File: src/sv/tkd_queue.sv
// Two-entry work queue between the front end and the probe engine.
module tkd_queue #(
    parameter int WIDTH = 8
) (
    input  logic             clk,
    input  logic             rst_n,
    input  logic             push,
    input  logic [WIDTH-1:0] push_data,
    output logic             full,
    input  logic             pop,
    output logic             valid,
    output logic [WIDTH-1:0] data
);
    logic [WIDTH-1:0] slot_reg [2];
    logic             wr_ptr_reg;
    logic             rd_ptr_reg;
    logic [1:0]       count_reg;

    assign full  = (count_reg == 2'd2);
    assign valid = (count_reg != 2'd0);
    assign data  = slot_reg[rd_ptr_reg];

    always_ff @(posedge clk or negedge rst_n)
    begin
        if (!rst_n)
        begin
            wr_ptr_reg <= 1'b0;
            rd_ptr_reg <= 1'b0;
            count_reg  <= 2'd0;
        end
        else
        begin
            if (push)
                wr_ptr_reg <= ~wr_ptr_reg;
            if (pop)
                rd_ptr_reg <= ~rd_ptr_reg;
            if (push && !pop)
                count_reg <= count_reg + 2'd1;
            else if (pop && !push)
                count_reg <= count_reg - 2'd1;
        end
    end

    always_ff @(posedge clk)
    begin
        if (push)
            slot_reg[wr_ptr_reg] <= push_data;
    end

endmodule

File: config.mk
export PLATFORM = sky130hd
export DESIGN_NAME = tkd_queue
export DESIGN_NICKNAME = d
export VERILOG_FILES = /design/src/sv/tkd_queue.sv
export SDC_FILE = /design/constraint.sdc
export NUM_CORES = 1
export LEC_CHECK = 0
export BUFFER_PORTS_ARGS = -buffer_cell sky130_fd_sc_hd__buf_2
export CAP_MARGIN = 20
export CORE_MARGIN = 5
export CORE_UTILIZATION = 49
export DETAILED_ROUTE_END_ITERATION = 8
export PLACE_DENSITY = 0.86
export SETUP_SLACK_MARGIN = 0.05
export SYNTH_ARGS = -nofsm -noshare
export SYNTH_HDL_FRONTEND = slang
export SYNTH_SLANG_ARGS = --single-unit
File: constraint.sdc
create_clock -name clk -period 1.3 [get_ports clk]
set_input_delay 0.13 -clock clk [delete_from_list [all_inputs] [get_ports clk]]
set_output_delay 0.13 -clock clk [all_outputs]
set_load 0.02 [all_outputs]
# After elaboration in Yosys (flattened, before gate mapping)
# Memories as Yosys holds them, arrays and structs flattened.
# Index checks and enable logic that the tools add are counted.
# word_totals
n_memories,1
wordCells,19
ramBits,16
output_inout_bits,10
register_bits,4
inputBits,12
# op_classes
eq_ne,1
add_sub_neg,2
reduce_logical,6
mux,4
bitwise,2
# memory_table
name,depth,word_bits,rd,rd_clocked_by_memory_dff,wr,line_no,text
slot_reg,2,8,1,0,1,14,logic [WIDTH-1:0] slot_reg [2];
# ops
op,count
2-to-1 mux 2 bit,2
nonzero test 2 bit,2
adder 2 x 1 -> 2 bit (second input constant),1
equality test 2 bit (second input constant),1
logical AND 1 bit,2
zero test 1 bit,2
2-to-1 mux 1 bit,2
NOT 1 bit,2
subtractor 2 x 1 -> 2 bit (second input constant),1

# Logic depth before layout (Yosys ltp)
# Gate-level depths: netlist (run 1).
# logic_depth
word_depth,4
ltp_mapped,5

# Worst setup path before layout (run 1)
# No wires, ideal clock.
# synth_timing
path_kind,reg-to-reg
startpoint,reg wr_ptr_reg
endpoint,mem slot_reg[0][0] (enable)
slack_ns,0.138
setup_time_ns,0.373
arrival_time_ns,0.789
period_less_slack_ns,1.162
stages_incl_launch_ff,2
cell_sequence,dfrtp_1 > nor2b_1
# synth_lines
element,line_no,text
"start, declared",15,logic wr_ptr_reg;
"start signal, assigned",34,wr_ptr_reg <= ~wr_ptr_reg;
"end, declared",14,
# No word-level cell before the write port.

# Worst setup path after layout (run 1)
# layout_timing
startpoint,reg rd_ptr_reg
endpoint,out data[3]
# layout_between
elab_chain_cells,1
# layout_lines
element,line_no,text
"start, declared",16,logic rd_ptr_reg;
"start signal, assigned",36,rd_ptr_reg <= ~rd_ptr_reg;
memory read (2 x 8 bit),--,
"end, declared",12,output logic [WIDTH-1:0] data
# No other way between the ends.

==> results of run 1 <==
how the worst max path moves through the flow:
| stage | start | end | slack (ns) | cells after the start |
|---|---|---|---|---|
| 6_report | rd_ptr_reg$_DFFE_PN0P_ | data[3] | -0.13 | 3 |
| 5_1_grt | rd_ptr_reg$_DFFE_PN0P_ | data[3] | -0.17 | 3 |
| 4_1_cts | rd_ptr_reg$_DFFE_PN0P_ | data[3] | -0.14 | 3 |
| 3_5_place_dp | rd_ptr_reg$_DFFE_PN0P_ | data[3] | 0.18 | 3 |
| 3_3_place_gp | rd_ptr_reg$_DFFE_PN0P_ | data[3] | 0.19 | 3 |
| 2_1_floorplan | wr_ptr_reg$_DFFE_PN0P_ | slot_reg[0][0]$_DFFE_PP_ | 0.14 | 1 |
repair_timing:
| action | 4_1_cts | 5_1_grt |
|---|---|---|
| buffers inserted | 0 | 2 |
| pin swaps | 0 | 1 |
| endpoints found under the hold margin | 4 | 0 |
| gates resized for setup | 16 | 3 |
| hold buffers | 1 | 0 |
| setup endpoints to repair | 8 | 10 |
power groups by stage:
| stage | sequential [mW] | combinational (mW) | clock (mW) |
|---|---|---|---|
| floorplan | 0.942 | 0.618 | 0 |
| global placement | 0.961 | 0.853 | 0 |
| detailed placement | 0.969 | 0.871 | 0 |
| CTS | 0.954 | 1.02 | 0.299 |
| global route | 0.966 | 1.16 | 0.325 |
| finish | 0.947 | 1.09 | 0.292 |
area by class of cell:
| type | instances | area share, % |
|---|---|---|
| flip-flops and latches | 20 | 54.65 |
| repair buffers | 27 | 21.08 |
| multi-input cells | 19 | 19.55 |
| clock buffers | 3 | 2.120 |
| well taps | 16 | 1.885 |
| clock inverters | 1 | 0.3534 |
| inverters | 1 | 0.3534 |
through the flow:
stage / total power [mW] / TNS (ns) / area (µm²) / setup slack (ns)
after floorplan: 1.559 / 0 / 803.3 / 0.1383
after global placement: 1.814 / 0 / 952.2 / 0.1870
after detailed placement: 1.840 / 0 / 952.2 / 0.1778
after CTS: 2.274 / -1.051 / 1039 / -0.1395
after global routing: 2.451 / -1.305 / 1062 / -0.1689
final: 2.327 / -1.015 / 1062 / -0.1340
per-layer routing:
| metal | GRT usage (%) | vias up | share of wire (%) |
|---|---|---|---|
| li1 | - | 206 | - |
| met1 | 12.16 | 186 | 41 |
| met2 | 16.94 | 14 | 49 |
| met3 | 3.846 | 2 | 9.8 |
| met4 | 6.383 | 0 | 0.85 |
| met5 | 0 | - | 0 |
cell usage after synthesis (4+ instances only):
master	instances
dfrtp_1	4
xor2_1	4
edfxtp_1	16
mux2_4	8
cells by family after synthesis:
| group | count (synthesis) | synth area share [%] |
|---|---|---|
| DFF | 20 | 72.27 |
| muxes | 8 | 14.95 |
| xor gates and xnor gates | 5 | 5.451 |
| and+or+nand+nor | 5 | 3.895 |
| buffers and inverters | 2 | 1.869 |
| adders and majority gates | 1 | 1.557 |
worst max-delay path: cells and delay by family (launching register included):
kind     cells  cell delay [ns]
flops        1             0.43
mux          1             0.30
buf+inv      2             0.28
==> reports/metrics.yaml, run 1 <==
cts:
  cts.sinks: 20
  worstSkewPairLatency_ns: 0.29
  cts_tree: "yes"
  cts_made_buffers: 3
  cts_max_path_buffers: 2
  htreeDepth: 1
  clk_pin_slew_ns: 0.11
  cts_root_buf: "clkbuf_4"
die:
  initial_core_util_pct: 52.71
  fp.coreArea_um2: 1524
  io_pins: 22
  rows: 14
  die_area_um2: 2549
  chipWidth_um: 50.49
  die_h_um: 50.49
critical_path:
  worstPathMaxFanout: 7
  cp-start-kind: "flop"
  regToRegEndpoint: "slot_reg[1][1]$_DFFE_PP_"
  end_kind: "primary output"
  cpPeakStageDelay_ns: 0.43
  r2r_cells: 1
  ff2ff_setup_slack_ns: 0.21
  rr_startpoint: "wr_ptr_reg$_DFFE_PN0P_"
  crit_slowest_cell: "dfrtp_1"
  arrival_ns: 1.30
  crit_type: "reg2out"
  required_ns: 1.17
  crit_chain: "buf_12 -> mux2_4 -> buf_6"
drt:
  postRouteAntennaNets: 0
  via_per_inst: 4.690
  first_pass_iters: 2
  drt_iter0_drc: 6
  post_drt_wl_per_cell_um: 13.55
  wirelength_mm: 1.179
  vias: 408
  drc: 0
power_and_ir_drop:
  power_frac_seq_pct: 40.7
  p_sw_mw: 0.7177
  internal_power_mw: 1.610
  clock_power_share_pct: 12.5
  pwr-share-comb_pct: 46.8
  irDropWorstVdd_uv: 1350
  p_sw_share_pct: 30.84
  powerDensity_nw_per_um2: 2191
  leakage_nw: 0.4612
worst_hold_path:
  min_path_type: "in2reg"
  whs_path_depth: 1
  holdPathEnd: "slot_reg[1][7]$_DFFE_PP_"
  hold_start: "push_data[7]"
outcome:
  status: "finished, violations left"
  violations: "setup timing"
yosys:
  synth_top_area_cell: "edfxtp_1"
  yosysTopAreaCellShare_pct: 59.81
  syn_inst: 41
  synth_area_per_cell_um2: 19.59
  yosys-top-cells-area: "edfxtp_1 60%, mux2_4 15%, dfrtp_1 12%"
  synth_flop_cell: "edfxtp_1"
  syn_nets: 54
  synth_edf_count: 16
  ys.warnings.count: 0
  synth-seq-area-share_pct: 72.27
  ys_seq_elements: 20
  async_flop_share_pct: 20.00
  synth.distinct_cells: 13
  synthesis.area_um2: 803.3
finish:
  layout_common_cells: "16 x edfxtp_1, 11 x buf_2, 9 x buf_6"
  drive_gt1_share_pct: 53.52
  post-route-util_pct: 69.70
  fillers: 103
  regArea_um2: 580.6
  nets: 85
  layout_commonest_cell: "edfxtp_1"
  largest_register_ffs: 16
  post_layout_nonfiller_instances: 87
  syn2layout_area_growth_pct: 32.24
  multi_input_area_um2: 207.7
  n_antenna_cell: 0
timing:
  period_minus_slack_ns: 1.434
  tightest_slew_ns: 0.3798
  slew-limit-headroom_pct: 74.68
  hold_viol: 0
  period_share_pct: 110.3
  setup_viol_count_final: 8
  fin_hold_ws_ns: 0.01742
  max_freq_mhz: 697.3
  rsz0062_at_grt: "yes"
  fin_skew_ns: 0.001992
  setup_ws_ns: -0.1340
  drv_slew: 0
place:
  dp_cells: 80
  routabilityCongestion: 0.6213
  portBuffers: 21
  dpl.hpwl_um: 895.4
global_route:
  grt_pass1_wl_mm: 1.980
  grt.overflow.total: 0
  grt_antenna_before_repair: 0
  grt_use_total_pct: 10.66
  grt_start_max_net_pins: 12
  grt_pass1_vias: 430
job:
  drv_cap: 0
Note: power is estimated with default switching activity, not from simulation.
==> inputs of run 2 (changes only) <==
--- a/config.mk
+++ b/config.mk
@@ -5,6 +5,7 @@
 export SDC_FILE = /design/constraint.sdc
 export NUM_CORES = 1
 export LEC_CHECK = 0
+export ABC_AREA = 1
 export BUFFER_PORTS_ARGS = -buffer_cell sky130_fd_sc_hd__buf_2
 export CAP_MARGIN = 20
 export CORE_MARGIN = 5
==> reports/metrics.yaml, run 2 <==
cts:
  cts_made_buffers: 3  # unchanged
  cts_max_path_buffers: 2  # unchanged
  cts_tree: "yes"
  worstSkewPairLatency_ns: 0.29  # about the same
  cts_root_buf: "clkbuf_4"
  cts.sinks: 20  # unchanged
  htreeDepth: 1  # unchanged
  clk_pin_slew_ns: 0.11  # about the same
yosys:
  synthTopCellsByCount: "16 x edfxtp_1, 8 x mux2_4, 7 x inv_1"
  ys_seq_elements: 20  # unchanged
  ys.warnings.count: 0  # unchanged
  synth_top_area_cell: "edfxtp_1"
  async_flop_share_pct: 20.00  # unchanged
  synth_flop_cell: "edfxtp_1"
  synth-seq-area-share_pct: 70.95  # -1.3 points
  yosysTopAreaCellShare_pct: 58.72  # -1.1 points
  yosysMostFrequentCell: "edfxtp_1"
  synth.distinct_cells: 12  # -1
  synth_area_per_cell_um2: 16.37  # -16%
  yosys-top-cells-area: "edfxtp_1 59%, mux2_4 15%, dfrtp_1 12%"
  synth_edf_count: 16  # unchanged
  synthesis.area_um2: 818.3  # +1.9%
  syn_inst: 50  # +22%
  syn_nets: 63  # +17%
drt:
  drc: 0  # unchanged
  first_pass_iters: 4  # +2
  via_per_inst: 4.906  # +4.6%
  drt_iter0_drc: 27  # +21
  post_drt_wl_per_cell_um: 14.18  # +4.6%
  postRouteAntennaNets: 0  # unchanged
  wirelength_mm: 1.361  # +15%
  vias: 471  # +15%
place:
  routabilityCongestion: 0.7264  # +17%
  dpl.hpwl_mm: 1.066  # +19%
  dp_cells: 90  # +13%
  portBuffers: 21  # unchanged
die:
  io_pins: 22  # unchanged
  chipWidth_um: 50.87  # +0.74%
  die_area_um2: 2587  # +1.5%
  rows: 14  # unchanged
  die_h_um: 50.87  # +0.74%
  fp.coreArea_um2: 1541  # +1.1%
  initial_core_util_pct: 53.08  # +0.38 points
critical_path:
  required_ns: 1.17  # about the same
  rr_startpoint: "wr_ptr_reg$_DFFE_PN0P_"
  crit_type: "reg2out"
  end_kind: "primary output"
  critPathLaunch: "rd_ptr_reg$_DFFE_PN0P_"
  arrival_ns: 1.27  # -0.03 ns
  cp-start-kind: "flop"
  worstPathMaxFanout: 5  # -2
timing:
  slew-limit-headroom_pct: 79.07  # +4.4 points
  period_share_pct: 107.6  # -2.7 points
  tns_ns: -0.7699  # +0.2446 ns
  fin_skew_ns: 0.005064  # +0.003072 ns
  setup_viol_count_final: 8  # unchanged
  setup_ws_ns: -0.09920  # +0.03484 ns
  rsz0062_at_grt: "yes"
  period_minus_slack_ns: 1.399  # -0.03484 ns
  fin_hold_ws_ns: 0.01687  # -0.0005448 ns
  max_freq_mhz: 714.7  # +2.5%
  tightest_slew_ns: 0.3136  # -0.06621 ns
  hold_viol: 0  # unchanged
  drv_slew: 0  # unchanged
worst_hold_path:
  min_path_type: "in2reg"
  hold_start: "push_data[6]"
finish:
  post_layout_nonfiller_instances: 96  # +10%
  drive_gt1_share_pct: 46.25  # -7.3 points
  syn2layout_area_growth_pct: 29.97
  fillers: 110  # +6.8%
  layout_common_cells: "16 x edfxtp_1, 13 x buf_2, 10 x buf_6"
  regArea_um2: 580.6  # unchanged
  nets: 94  # +11%
  layout_commonest_cell: "edfxtp_1"
  largest_register_ffs: 16  # unchanged
  n_antenna_cell: 0  # unchanged
  multi_input_area_um2: 200.2  # -3.6%
job:
  drv_cap: 0  # unchanged
outcome:
  violations: "setup timing"
  status: "finished, violations left"
power_and_ir_drop:
  pwr-share-comb_pct: 45.4  # -1.4 points
  p_sw_share_pct: 32.56  # +1.7 points
  internal_power_mw: 1.546  # -4.0%
  powerDensity_nw_per_um2: 2155  # -1.6%
  irDropWorstVdd_uv: 1216  # -10%
  p_sw_mw: 0.7462  # +4.0%
  clock_power_share_pct: 13.2  # +0.7 points
  leakage_nw: 0.4873  # +5.7%
  power_frac_seq_pct: 41.5  # +0.8 points
global_route:
  grt_start_max_net_pins: 12  # unchanged
  grt_pass1_wl_mm: 2.249  # +14%
  grt.overflow.total: 0  # unchanged
  grt_pass1_vias: 509  # +18%
  grt_use_total_pct: 11.15  # +0.49 points
  grt_antenna_before_repair: 0  # unchanged
[run 2: power by group through the flow]
stage | clock [mW] | combinational, mW | sequential (mW)
finish | 0.302 | 1.04 | 0.950
CTS | 0.300 | 1.05 | 0.952
global placement | 0 | 0.835 | 0.946
detailed placement | 0 | 0.858 | 0.959
global route | 0.333 | 1.10 | 0.966
floorplan | 0 | 0.624 | 0.937
[run 2: kinds of logic (layout without fill, tap and decap cells)]
logic type,Yosys count,in the layout,synth area share (%)
xor+xnor,3,3,3.212
fa+ha+maj,1,1,1.529
buf+inv,8,38,4.588
flops,20,20,70.95
mux,8,8,14.68
simple gates,10,10,5.046
[run 2: metrics by stage]
step | total power, mW | util, % | area, µm² | worst slack, ns
2_1_floorplan | 1.561 | - | 818.3 | 0.1562
3_3_place_gp | 1.782 | 62.42 | 962.2 | 0.2054
3_5_place_dp | 1.817 | 62.42 | 962.2 | 0.2005
4_1_cts | 2.298 | 68.99 | 1064 | -0.1053
5_1_grt | 2.400 | 68.99 | 1064 | -0.1433
6_report | 2.292 | 68.99 | 1064 | -0.09920
[run 2: area by class of cell]
type | count | share of cell area (%)
well taps | 16 | 1.882
repair buffers | 27 | 19.76
inverters | 7 | 2.471
multi-input cells | 22 | 18.82
clock buffers | 4 | 2.471
flip-flops and latches | 20 | 54.59
[run 2: path summary, 6_finish.rpt]
| path | end | depth (start not counted) | slack, ns |
|---|---|---|---|
| worst max-delay path | data[4] | 3 | -0.1 |
| worst min-delay path | slot_reg[1][6]$_DFFE_PP_ | 1 | 0.02 |
| worst max register to register | slot_reg[0][5]$_DFFE_PP_ | 2 | 0.28 |
| worst min register to register | wr_ptr_reg$_DFFE_PN0P_ | 1 | 0.50 |
| max in group asynchronous | rd_ptr_reg$_DFFE_PN0P_ | 2 | 1.02 |
| min in group asynchronous | wr_ptr_reg$_DFFE_PN0P_ | 2 | 0.15 |
[run 2: metal layers]
metal	wire length [µm]	up-vias	GRT usage [%]
li1	-	230	-
met1	589	227	13.82
met2	685	14	19.83
met3	85	0	3.198
met4	0	0	1.277
met5	0	-	0
[run 2: critical path, stage by stage (launching register included)]
cell     delay [ns]
dfrtp_1        0.41
buf_6          0.14
mux2_4         0.29
buf_6          0.13
[run 2: what timing repair did]
action / CTS / global route
setup buffers: 1 / 0
hold buffers: 1 / 0
cloned: 0 / 0
setup endpoints to repair: 8 / 8
resized for setup: 18 / 0
endpoints found under the hold margin: 4 / 0
