### src/sv/tkd_pkg.sv
// Shared types, constants and codes of the transition key dedup table.
package tkd_pkg;

    localparam int DEF_TABLE_ENTRIES = 1024;
    localparam int DEF_MAX_ROWS      = 512;

    localparam int SRC_W   = 8;
    localparam int ADDR_W  = 64;
    localparam int KEY_W   = SRC_W + 2 * ADDR_W;
    localparam int EPOCH_W = 8;

    localparam logic [63:0] MIX_ADD = 64'h9e37_79b9_7f4a_7c15;
    localparam logic [63:0] MIX_K1  = 64'hbf58_476d_1ce4_e5b9;
    localparam logic [63:0] MIX_K2  = 64'h94d0_49bb_1331_11eb;
    localparam int          MIX_S0  = 30;
    localparam int          MIX_S1  = 27;
    localparam int          MIX_S2  = 31;

    localparam logic OP_INSERT = 1'b0;
    localparam logic OP_CLEAR  = 1'b1;

    localparam logic [1:0] ST_INSERTED  = 2'd0;
    localparam logic [1:0] ST_DUPLICATE = 2'd1;
    localparam logic [1:0] ST_LIMIT     = 2'd2;
    localparam logic [1:0] ST_CLEARED   = 2'd3;

    typedef struct packed {
        logic [ADDR_W-1:0] destination;
        logic [ADDR_W-1:0] exit_addr;
        logic [SRC_W-1:0]  source;
    } key_t;

endpackage

### src/sv/tkd_hash.sv
// Sequential key mixer with one shared 32x32 multiplier and slot reduction.
module tkd_hash #(
    parameter int TABLE_ENTRIES = tkd_pkg::DEF_TABLE_ENTRIES,
    parameter int SLOT_W        = $clog2(TABLE_ENTRIES)
) (
    input  logic              clk,
    input  logic              rst_n,
    input  logic              start,
    input  tkd_pkg::key_t     key,
    output logic              done,
    output logic [SLOT_W-1:0] slot
);
    import tkd_pkg::*;

    localparam bit IS_POW2 = (TABLE_ENTRIES & (TABLE_ENTRIES - 1)) == 0;
    localparam int RW      = SLOT_W + 1;

    localparam logic [3:0] H_IDLE = 4'd0;
    localparam logic [3:0] H_M1A  = 4'd1;
    localparam logic [3:0] H_M1B  = 4'd2;
    localparam logic [3:0] H_M1C  = 4'd3;
    localparam logic [3:0] H_X1   = 4'd4;
    localparam logic [3:0] H_M2A  = 4'd5;
    localparam logic [3:0] H_M2B  = 4'd6;
    localparam logic [3:0] H_M2C  = 4'd7;
    localparam logic [3:0] H_X2   = 4'd8;
    localparam logic [3:0] H_REM  = 4'd9;
    localparam logic [3:0] H_DONE = 4'd10;

    logic [3:0]        phase_reg, phase_next;
    logic [63:0]       v_reg, v_next;
    logic [63:0]       acc_reg, acc_next;
    logic [63:0]       h_reg, h_next;
    logic [RW-1:0]     rem_reg, rem_next;
    logic [2:0]        cnt_reg, cnt_next;
    logic [SLOT_W-1:0] slot_reg, slot_next;

    logic [63:0] mix0;
    logic [63:0] k_sel;
    logic [31:0] a_op, b_op;
    logic [63:0] prod;
    logic [63:0] h_fin;
    logic [RW-1:0] r;

    assign mix0  = key.exit_addr ^ (key.destination + MIX_ADD)
                 ^ {{(64 - SRC_W){1'b0}}, key.source};
    assign k_sel = (phase_reg <= H_X1) ? MIX_K1 : MIX_K2;
    assign a_op  = (phase_reg == H_M1C || phase_reg == H_M2C) ? v_reg[63:32] : v_reg[31:0];
    assign b_op  = (phase_reg == H_M1B || phase_reg == H_M2B) ? k_sel[63:32] : k_sel[31:0];
    assign prod  = 64'(a_op) * 64'(b_op);
    assign h_fin = acc_reg ^ (acc_reg >> MIX_S2);

    always_comb
    begin
        phase_next = phase_reg;
        v_next     = v_reg;
        acc_next   = acc_reg;
        h_next     = h_reg;
        rem_next   = rem_reg;
        cnt_next   = cnt_reg;
        slot_next  = slot_reg;
        r          = rem_reg;
        unique case (phase_reg)
            H_IDLE:
            begin
                if (start)
                begin
                    v_next     = mix0 ^ (mix0 >> MIX_S0);
                    phase_next = H_M1A;
                end
            end
            H_M1A, H_M2A:
            begin
                acc_next   = prod;
                phase_next = phase_reg + 4'd1;
            end
            H_M1B, H_M1C, H_M2B, H_M2C:
            begin
                acc_next   = acc_reg + {prod[31:0], 32'b0};
                phase_next = phase_reg + 4'd1;
            end
            H_X1:
            begin
                v_next     = acc_reg ^ (acc_reg >> MIX_S1);
                phase_next = H_M2A;
            end
            H_X2:
            begin
                if (IS_POW2)
                begin
                    slot_next  = h_fin[SLOT_W-1:0];
                    phase_next = H_DONE;
                end
                else
                begin
                    h_next     = h_fin;
                    rem_next   = '0;
                    cnt_next   = '0;
                    phase_next = H_REM;
                end
            end
            H_REM:
            begin
                // eight restoring remainder steps, msb first
                for (int i = 0; i < 8; i++)
                begin
                    r = {r[RW-2:0], h_reg[63 - i]};
                    if (r >= RW'(TABLE_ENTRIES))
                        r = r - RW'(TABLE_ENTRIES);
                end
                rem_next = r;
                h_next   = {h_reg[55:0], 8'b0};
                cnt_next = cnt_reg + 3'd1;
                if (cnt_reg == 3'd7)
                begin
                    slot_next  = r[SLOT_W-1:0];
                    phase_next = H_DONE;
                end
            end
            H_DONE:
            begin
                phase_next = H_IDLE;
            end
            default:
            begin
                phase_next = H_IDLE;
            end
        endcase
    end

    always_ff @(posedge clk or negedge rst_n)
    begin
        if (!rst_n)
            phase_reg <= H_IDLE;
        else
            phase_reg <= phase_next;
    end

    always_ff @(posedge clk)
    begin
        v_reg    <= v_next;
        acc_reg  <= acc_next;
        h_reg    <= h_next;
        rem_reg  <= rem_next;
        cnt_reg  <= cnt_next;
        slot_reg <= slot_next;
    end

    assign done = (phase_reg == H_DONE);
    assign slot = slot_reg;

endmodule

### src/sv/tkd_front.sv
// Front end: accepts input beats, hashes inserts and pushes work into the queue.
module tkd_front #(
    parameter int TABLE_ENTRIES = tkd_pkg::DEF_TABLE_ENTRIES,
    parameter int SLOT_W        = $clog2(TABLE_ENTRIES),
    parameter int QW            = 1 + tkd_pkg::KEY_W + SLOT_W
) (
    input  logic                       clk,
    input  logic                       rst_n,
    input  logic                       s_axis_tvalid,
    output logic                       s_axis_tready,
    input  logic [tkd_pkg::KEY_W-1:0]  s_axis_tdata,
    input  logic [0:0]                 s_axis_tuser,
    output logic                       push,
    output logic [QW-1:0]              push_data,
    input  logic                       full
);
    import tkd_pkg::*;

    localparam logic [1:0] F_IDLE = 2'd0;
    localparam logic [1:0] F_HASH = 2'd1;
    localparam logic [1:0] F_PUSH = 2'd2;

    logic [1:0]        state_reg, state_next;
    logic              op_reg;
    key_t              key_reg;
    logic [SLOT_W-1:0] slot_reg;
    logic              accept;
    logic              hash_start;
    logic              hash_done;
    logic [SLOT_W-1:0] hash_slot;

    assign s_axis_tready = (state_reg == F_IDLE);
    assign accept        = s_axis_tvalid && s_axis_tready;
    assign hash_start    = accept && (s_axis_tuser[0] == OP_INSERT);

    tkd_hash #(
        .TABLE_ENTRIES (TABLE_ENTRIES),
        .SLOT_W        (SLOT_W)
    ) u_hash (
        .clk   (clk),
        .rst_n (rst_n),
        .start (hash_start),
        .key   (key_t'(s_axis_tdata)),
        .done  (hash_done),
        .slot  (hash_slot)
    );

    always_comb
    begin
        state_next = state_reg;
        unique case (state_reg)
            F_IDLE:
            begin
                if (accept)
                    state_next = (s_axis_tuser[0] == OP_CLEAR) ? F_PUSH : F_HASH;
            end
            F_HASH:
            begin
                if (hash_done)
                    state_next = F_PUSH;
            end
            F_PUSH:
            begin
                if (!full)
                    state_next = F_IDLE;
            end
            default:
            begin
                state_next = F_IDLE;
            end
        endcase
    end

    always_ff @(posedge clk or negedge rst_n)
    begin
        if (!rst_n)
            state_reg <= F_IDLE;
        else
            state_reg <= state_next;
    end

    always_ff @(posedge clk)
    begin
        if (accept)
        begin
            op_reg   <= s_axis_tuser[0];
            key_reg  <= key_t'(s_axis_tdata);
            slot_reg <= '0;
        end
        else if (state_reg == F_HASH && hash_done)
        begin
            slot_reg <= hash_slot;
        end
    end

    assign push      = (state_reg == F_PUSH) && !full;
    assign push_data = {op_reg, key_reg, slot_reg};

endmodule

### config.mk
export PLATFORM = sky130hd
export DESIGN_NAME = tkd_front
export DESIGN_NICKNAME = d
export VERILOG_FILES = /design/src/sv/tkd_pkg.sv /design/src/sv/tkd_hash.sv /design/src/sv/tkd_front.sv
export SDC_FILE = /design/constraint.sdc
export NUM_CORES = 2
export LEC_CHECK = 0
export BUFFER_PORTS_ARGS = -buffer_cell sky130_fd_sc_hd__buf_2
export CAP_MARGIN = 20
export CORE_MARGIN = 2
export CORE_UTILIZATION = 50
export CTS_CLUSTER_DIAMETER = 30
export DETAILED_ROUTE_END_ITERATION = 12
export PLACE_DENSITY = 0.73
export SYNTH_ARGS = -nofsm -noshare
export SYNTH_HDL_FRONTEND = slang
export SYNTH_SLANG_ARGS = --single-unit
### constraint.sdc
create_clock -name clk -period 15.8 [get_ports clk]
set_input_delay 3.16 -clock clk [delete_from_list [all_inputs] [get_ports clk]]
set_output_delay 3.16 -clock clk [all_outputs]
set_load 0.01 [all_outputs]
; After elaboration in Yosys (flattened, before gate mapping)
; Index checks and enable logic that the tools add are counted.
[op_classes]
add_sub_neg = 12
mul = 1
n_lt_le_gt_ge = 9
n_eq_ne = 18
muxes = 31
bitwise = 6
reduce_logical = 19
[ops]
columns = cell, count
row1 = $pmux W64 S2, 2
row2 = $mux W10, 16
row3 = $ge A11 B11 Y1 const B, 8
row4 = $sub A10 B1 Y10 const B, 8
row5 = $add A64 B64 Y64, 1
row6 = $add A64 B64 Y64 const B, 1
row7 = $mul A32 B32 Y64, 1
row8 = $mux W32, 2
row9 = $mux W64, 1
row10 = $xor A64 B34 Y64, 1
row11 = $xor A64 B37 Y64, 1
row12 = $xor A64 B64 Y64, 1
row13 = $xor A64 B8 Y64, 1
row14 = $mux W62, 1
row15 = $pmux W10 S2, 1
row16 = $pmux W4 S5, 1
row17 = $eq A4 B3 Y1 const B, 4
row18 = $eq A4 B4 Y1 const B, 3
row19 = $xor A10 B10 Y10, 1
row20 = $eq A4 B2 Y1 const B, 2
row21 = $mux W2, 4
row22 = $mux W4, 2
row23 = $ne A2 B2 Y1 const B, 3
row24 = $pmux W2 S3, 1
row25 = other kinds (20), 29
[word_totals]
register_bits = 304
input_bits = 141
wordCells = 108

; Logic depth before layout (Yosys ltp)
[depth]
ltp_word = 25
mapped_depth = 42

; Modules after synthesis
; A second synthesis with hierarchy kept.
[unflattened]
cells_unflattened = 4279
area_unflattened_um2 = 44416.3
[modules_own_cells]
columns = module, instances, cells_per_inst, area_each_um2
row1 = tkd_hash, 1, 4071, 39596.7
row2 = tkd_front, 1, 208, 4819.6

; Least setup slack after synthesis
; No wires, ideal clock.
[synth_timing]
path_type = reg-to-reg
from = register u_hash.phase_reg[0]
to = register u_hash.acc_reg[62], data pin
t_arrival_ps = 9467
required_ps = 15529
setup_slack_ps = 6062
stages_incl_launch_ff = 39
n_path_buf = 5
synth_period_minus_slack_ps = 9738
cell_sequence = dfrtp_1 > inv_1 > ha_1 > inv_1 > a21oi_1 > clkbuf_1 > ha_1 > clkbuf_1 > clkbuf_1 > clkbuf_1 > nor2_1 > fa_1 > fa_1 > fa_1 > inv_1 > fa_1 > inv_1 > ha_1 > [... 3 more ...] > ha_1 > clkbuf_1 > nand2_1 > o22ai_1 > nor3b_1 > a21bo_2 > nor2b_1 > o21ai_0 > xor2_1 > ha_1 > and2_1 > a211oi_1 > a2bb2oi_1 > o21ai_0 > o41ai_1 > o21ai_0 > xnor2_1 > mux2i_1
[synth_between]
elab_chain_cells = 6
word_cells_on_any_way = 17
[synth_lines]
columns = element, line_no
row1 = start: declaration, tkd_hash.sv:30  ; logic [3:0] phase_reg, phase_next;
row2 = start signal: assignment, tkd_hash.sv:136  ; phase_reg <= phase_next;
row3 = $le A4 B3 Y1 (tied with other cells), tkd_hash.sv:47  ; assign k_sel = (phase_reg <= H_X1) ? MIX_K1 : MIX_K2;
row4 = $mux W62 (tied with other cells), tkd_hash.sv:47
row5 = $mux W32 (on tied branches), "tkd_hash.sv:49, tkd_hash.sv:48"
row6 = $mul A32 B32 Y64, tkd_hash.sv:50  ; assign prod = 64'(a_op) * 64'(b_op);
row7 = $add A64 B64 Y64, tkd_hash.sv:79  ; acc_next = acc_reg + {prod[31:0], 32'b0};
row8 = $pmux W64 S2 *, tkd_hash.sv:63  ; unique case (phase_reg)
row9 = net u_hash.acc_next[62], tkd_hash.sv:32  ; logic [63:0] acc_reg, acc_next;
row10 = end signal: assignment, tkd_hash.sv:142  ; acc_reg <= acc_next;
row11 = end: declaration, tkd_hash.sv:32
; The timed path passes the listed nets; every way through them passes the cells marked *.
; A chain may end at the register's enable or synchronous reset.

; Final worst setup path
; Same ends and word-level chain as after synthesis.

==> run_results.csv <==
group,metric,value,unit
cts,htree_levels,2,
routing,drc,0,
global_routing,met1_usage,45.7,%
critical_path,critPathSlowestCell,"fa_1",
sta,period_share,71.9,%
global_routing,grt_use_met3,6.27,%
layout,design_area,49000,um2
sta,max_slew_margin,35.4,%
sta,clock_skew,0.0266,ns
critical_path,critPathLaunchType,"flip-flop",
synth,synth_seq_area_share,19.4,%
synth,ys_top_cells_by_area,"fa_1 (37%), edfxtp_1 (19%), ha_1 (11%), inv_1 (7.7%), xnor2_1 (3.9%)",
synth,synthFlopType,"edfxtp_1",
global_routing,track_usage,31.6,%
routing,dr.pass1.iters,6,
global_routing,grt_pass1_vias,34100,
routing,vias,33200,
placed_design,placed_area,47700,um2
sta,fin_tns_setup,0,ns
global_routing,grt_overflow,0,
synth,synth_common_cells,"inv_1 (921), fa_1 (823), ha_1 (378)",
cts,clk_pin_slew,0.06,ns
run_status,outcome,"finished clean",
worst_hold_path,hold_class,"flip-flop to flip-flop",
synth,syn-num-nets,5720,
cts,cts_hold_buf,0,
critical_path,crit_path_end_kind,"flip-flop",
critical_path,crit_fanout,23,
routing,finalWirelength,145000,um
global_routing,grt_max_degree,77,
die,num_rows,109,
cts,clockBufferDepth,3,
die,coreArea,88600,um2
synth,synth-seq-cells,294,
flow_run,cap_violations,0,
layout,num-fill-cells,7779,
routing,viasPerCell,5.71,
sta,hold_violations,0,
sta,period_minus_slack,11.36,ns
layout,area_growth,9.22,%
synth,ys_warn_count,0,
sta,layout_setup_ws,4.44,ns
synth,synth_cells,4378,
synth,synth_top_area_share,36.7,%
synth,yosys.area.top_type,"fa_1",
placed_design,pre_cts_ws,4.84,ns
cts,cts_tree,"built",
global_routing,grt_first_pass_wirelength,217000,um
die,pin_count,290,
synth,synth_area,44900,um2
cts,clk_latency,0.55,ns
critical_path,regToRegSetupSlack,4.44,ns
layout,drive_gt1_share,10.1,%
placed_design,port-buffer-count,289,
global_routing,grt_busiest_layer,"met2",
routing,initialDrtViolationCount,3817,
cts,cts_resized,0,
synth,async_flop_share,2.04,%
critical_path,cp_common_cell,"inv_1",
critical_path,required,16.06,ns
die,die_h,304,um
critical_path,crit_type,"flip-flop to flip-flop",
cts,clock-sinks,294,
synth,synth_most_common_cell,"inv_1",
synth,synth_edf_count,278,
layout,largest_register_ffs,136,
synth,yosysUniqueCellTypes,87,
critical_path,crit_path_max_incr_delay,0.54,ns
placed_design,hpwl,123000,um
placed_design,gp_congestion,1.03,
cts,root_buffer,"clkbuf_16",
sta,rsz0062_at_grt,"no",
critical_path,worstPathArrival,11.61,ns
routing,wire_per_inst,24.8,um
global_routing,antenna_found_initial,3,
layout,nets,5963,
die,start_util,50.6,%
cts,numCtsBuffers,40,
sta,tightest_slew,0.969,ns
routing,antenna_left,0,
die,design.die.area,92200,um2
cts,post_cts.repair.setup_buffers,0,
global_routing,use_met2,48.0,%
die,die_w,304,um
sta,final-setup-viol-count,0,
sta,max_freq,0.0881,GHz
synth,synth.avg_cell_area,10.3,um2
sta,slew_violations,0,
## metrics by stage
step | cells | utilization [%] | hold WS (ns)
final | 5819 | 55.3 | 0.487
after global routing | 5817 | 55.3 | 0.509
after CTS | 5816 | 55.3 | 0.493
after detailed placement | 5743 | 53.8 | 0.484
after global placement | 5743 | 53.8 | 0.466
after floorplan | 4378 | - | 0.456
## per-layer routing
| metal | vias to the layer above | part of all wire (%) |
|---|---|---|
| met5 | - | 0.0090 |
| met4 | 2 | 4.2 |
| met3 | 298 | 10 |
| met2 | 1772 | 44 |
| met1 | 16900 | 41 |
| li1 | 14300 | - |
## path summary, 6_finish.rpt
kind                                            startpoint                              end  depth (start not counted)
max                        u_hash.phase_reg[0]$_DFFE_PN0P_     u_hash.acc_reg[62]$_DFFE_PP_                         40
min                           u_hash.slot[9]$_SDFFCE_PN0P_         slot_reg[9]$_SDFFE_PP0P_                          2
max reg2reg                u_hash.phase_reg[0]$_DFFE_PN0P_     u_hash.acc_reg[62]$_DFFE_PP_                         40
min reg2reg                   u_hash.slot[9]$_SDFFCE_PN0P_         slot_reg[9]$_SDFFE_PP0P_                          2
max in group asynchronous                            rst_n  u_hash.phase_reg[3]$_DFFE_PN0P_                          1
min in group asynchronous                            rst_n         state_reg[0]$_DFFE_PN0P_                          1
## layout by cell type, fill, tap and decap left out, drive strengths merged, types with 7 or more instances in the layout
| master | netlist | final |
|---|---|---|
| nand2 | 270 | 270 |
| o211ai | 12 | 12 |
| nand3 | 37 | 37 |
| ha | 378 | 378 |
| mux2i | 33 | 33 |
| o21bai | 21 | 21 |
| or4 | 7 | 7 |
| or3 | 15 | 15 |
| a21oi | 161 | 161 |
| and2 | 138 | 138 |
| nor2b | 22 | 22 |
| clkbuf | 119 | 45 |
| inv | 922 | 929 |
| nand2b | 65 | 65 |
| xor2 | 100 | 100 |
| a2111oi | 7 | 7 |
| nor4 | 9 | 9 |
| nor3 | 22 | 22 |
| a21boi | 9 | 9 |
| clkinvlp | 0 | 8 |
| nor3b | 7 | 7 |
| or2 | 12 | 12 |
| a211oi | 16 | 16 |
| fa | 823 | 823 |
| nand4 | 30 | 30 |
| buf | 15 | 335 |
| clkinv | 7 | 18 |
| nor2 | 325 | 325 |
| a31oi | 8 | 8 |
| o31ai | 12 | 12 |
| edfxtp | 278 | 278 |
| o311ai | 7 | 7 |
| o21ai | 115 | 115 |
| a21o | 60 | 60 |
| xnor2 | 198 | 198 |
| and3 | 16 | 16 |
| o21a | 22 | 22 |
| dfxtp | 10 | 10 |
## area by class of cell
type,count,area (um2),share of cell area [%]
sequential,294,8700,17.7
timing repair buffer,335,1810,3.69
inverter,929,3490,7.12
multi-input combinational,3021,32300,65.8
clock inverter,28,275,0.561
antenna,2,5.00,0.0102
tap,1165,1460,2.97
clock buffer,45,1040,2.12
## critical path, delay by kind of cell (launching register included)
kind / cells / cell delay (ns)
simple gates: 4 / 0.69
fa+ha+maj: 12 / 4.97
buf+inv: 11 / 1.56
flops: 1 / 0.41
compound gates: 10 / 2.71
mux: 1 / 0.10
xor+xnor: 2 / 0.53
## logic make-up (layout without fill, tap and decap cells)
family | after synthesis | count (layout) | share of synthesized area [%]
buffers and inverters | 1063 | 1337 | 8.92
other | 0 | 2 | 0
DFF | 294 | 294 | 19.4
xor gates and xnor gates | 301 | 301 | 5.97
adders and majority gates | 1201 | 1201 | 47.2
AOI/OAI and AO/OA | 500 | 500 | 7.26
and+or+nand+nor | 981 | 981 | 10.4
muxes | 38 | 38 | 0.861
Power is left out: the tool's default activity adds up to more than one toggle a clock period on the data nets, which glitch-free logic cannot reach.
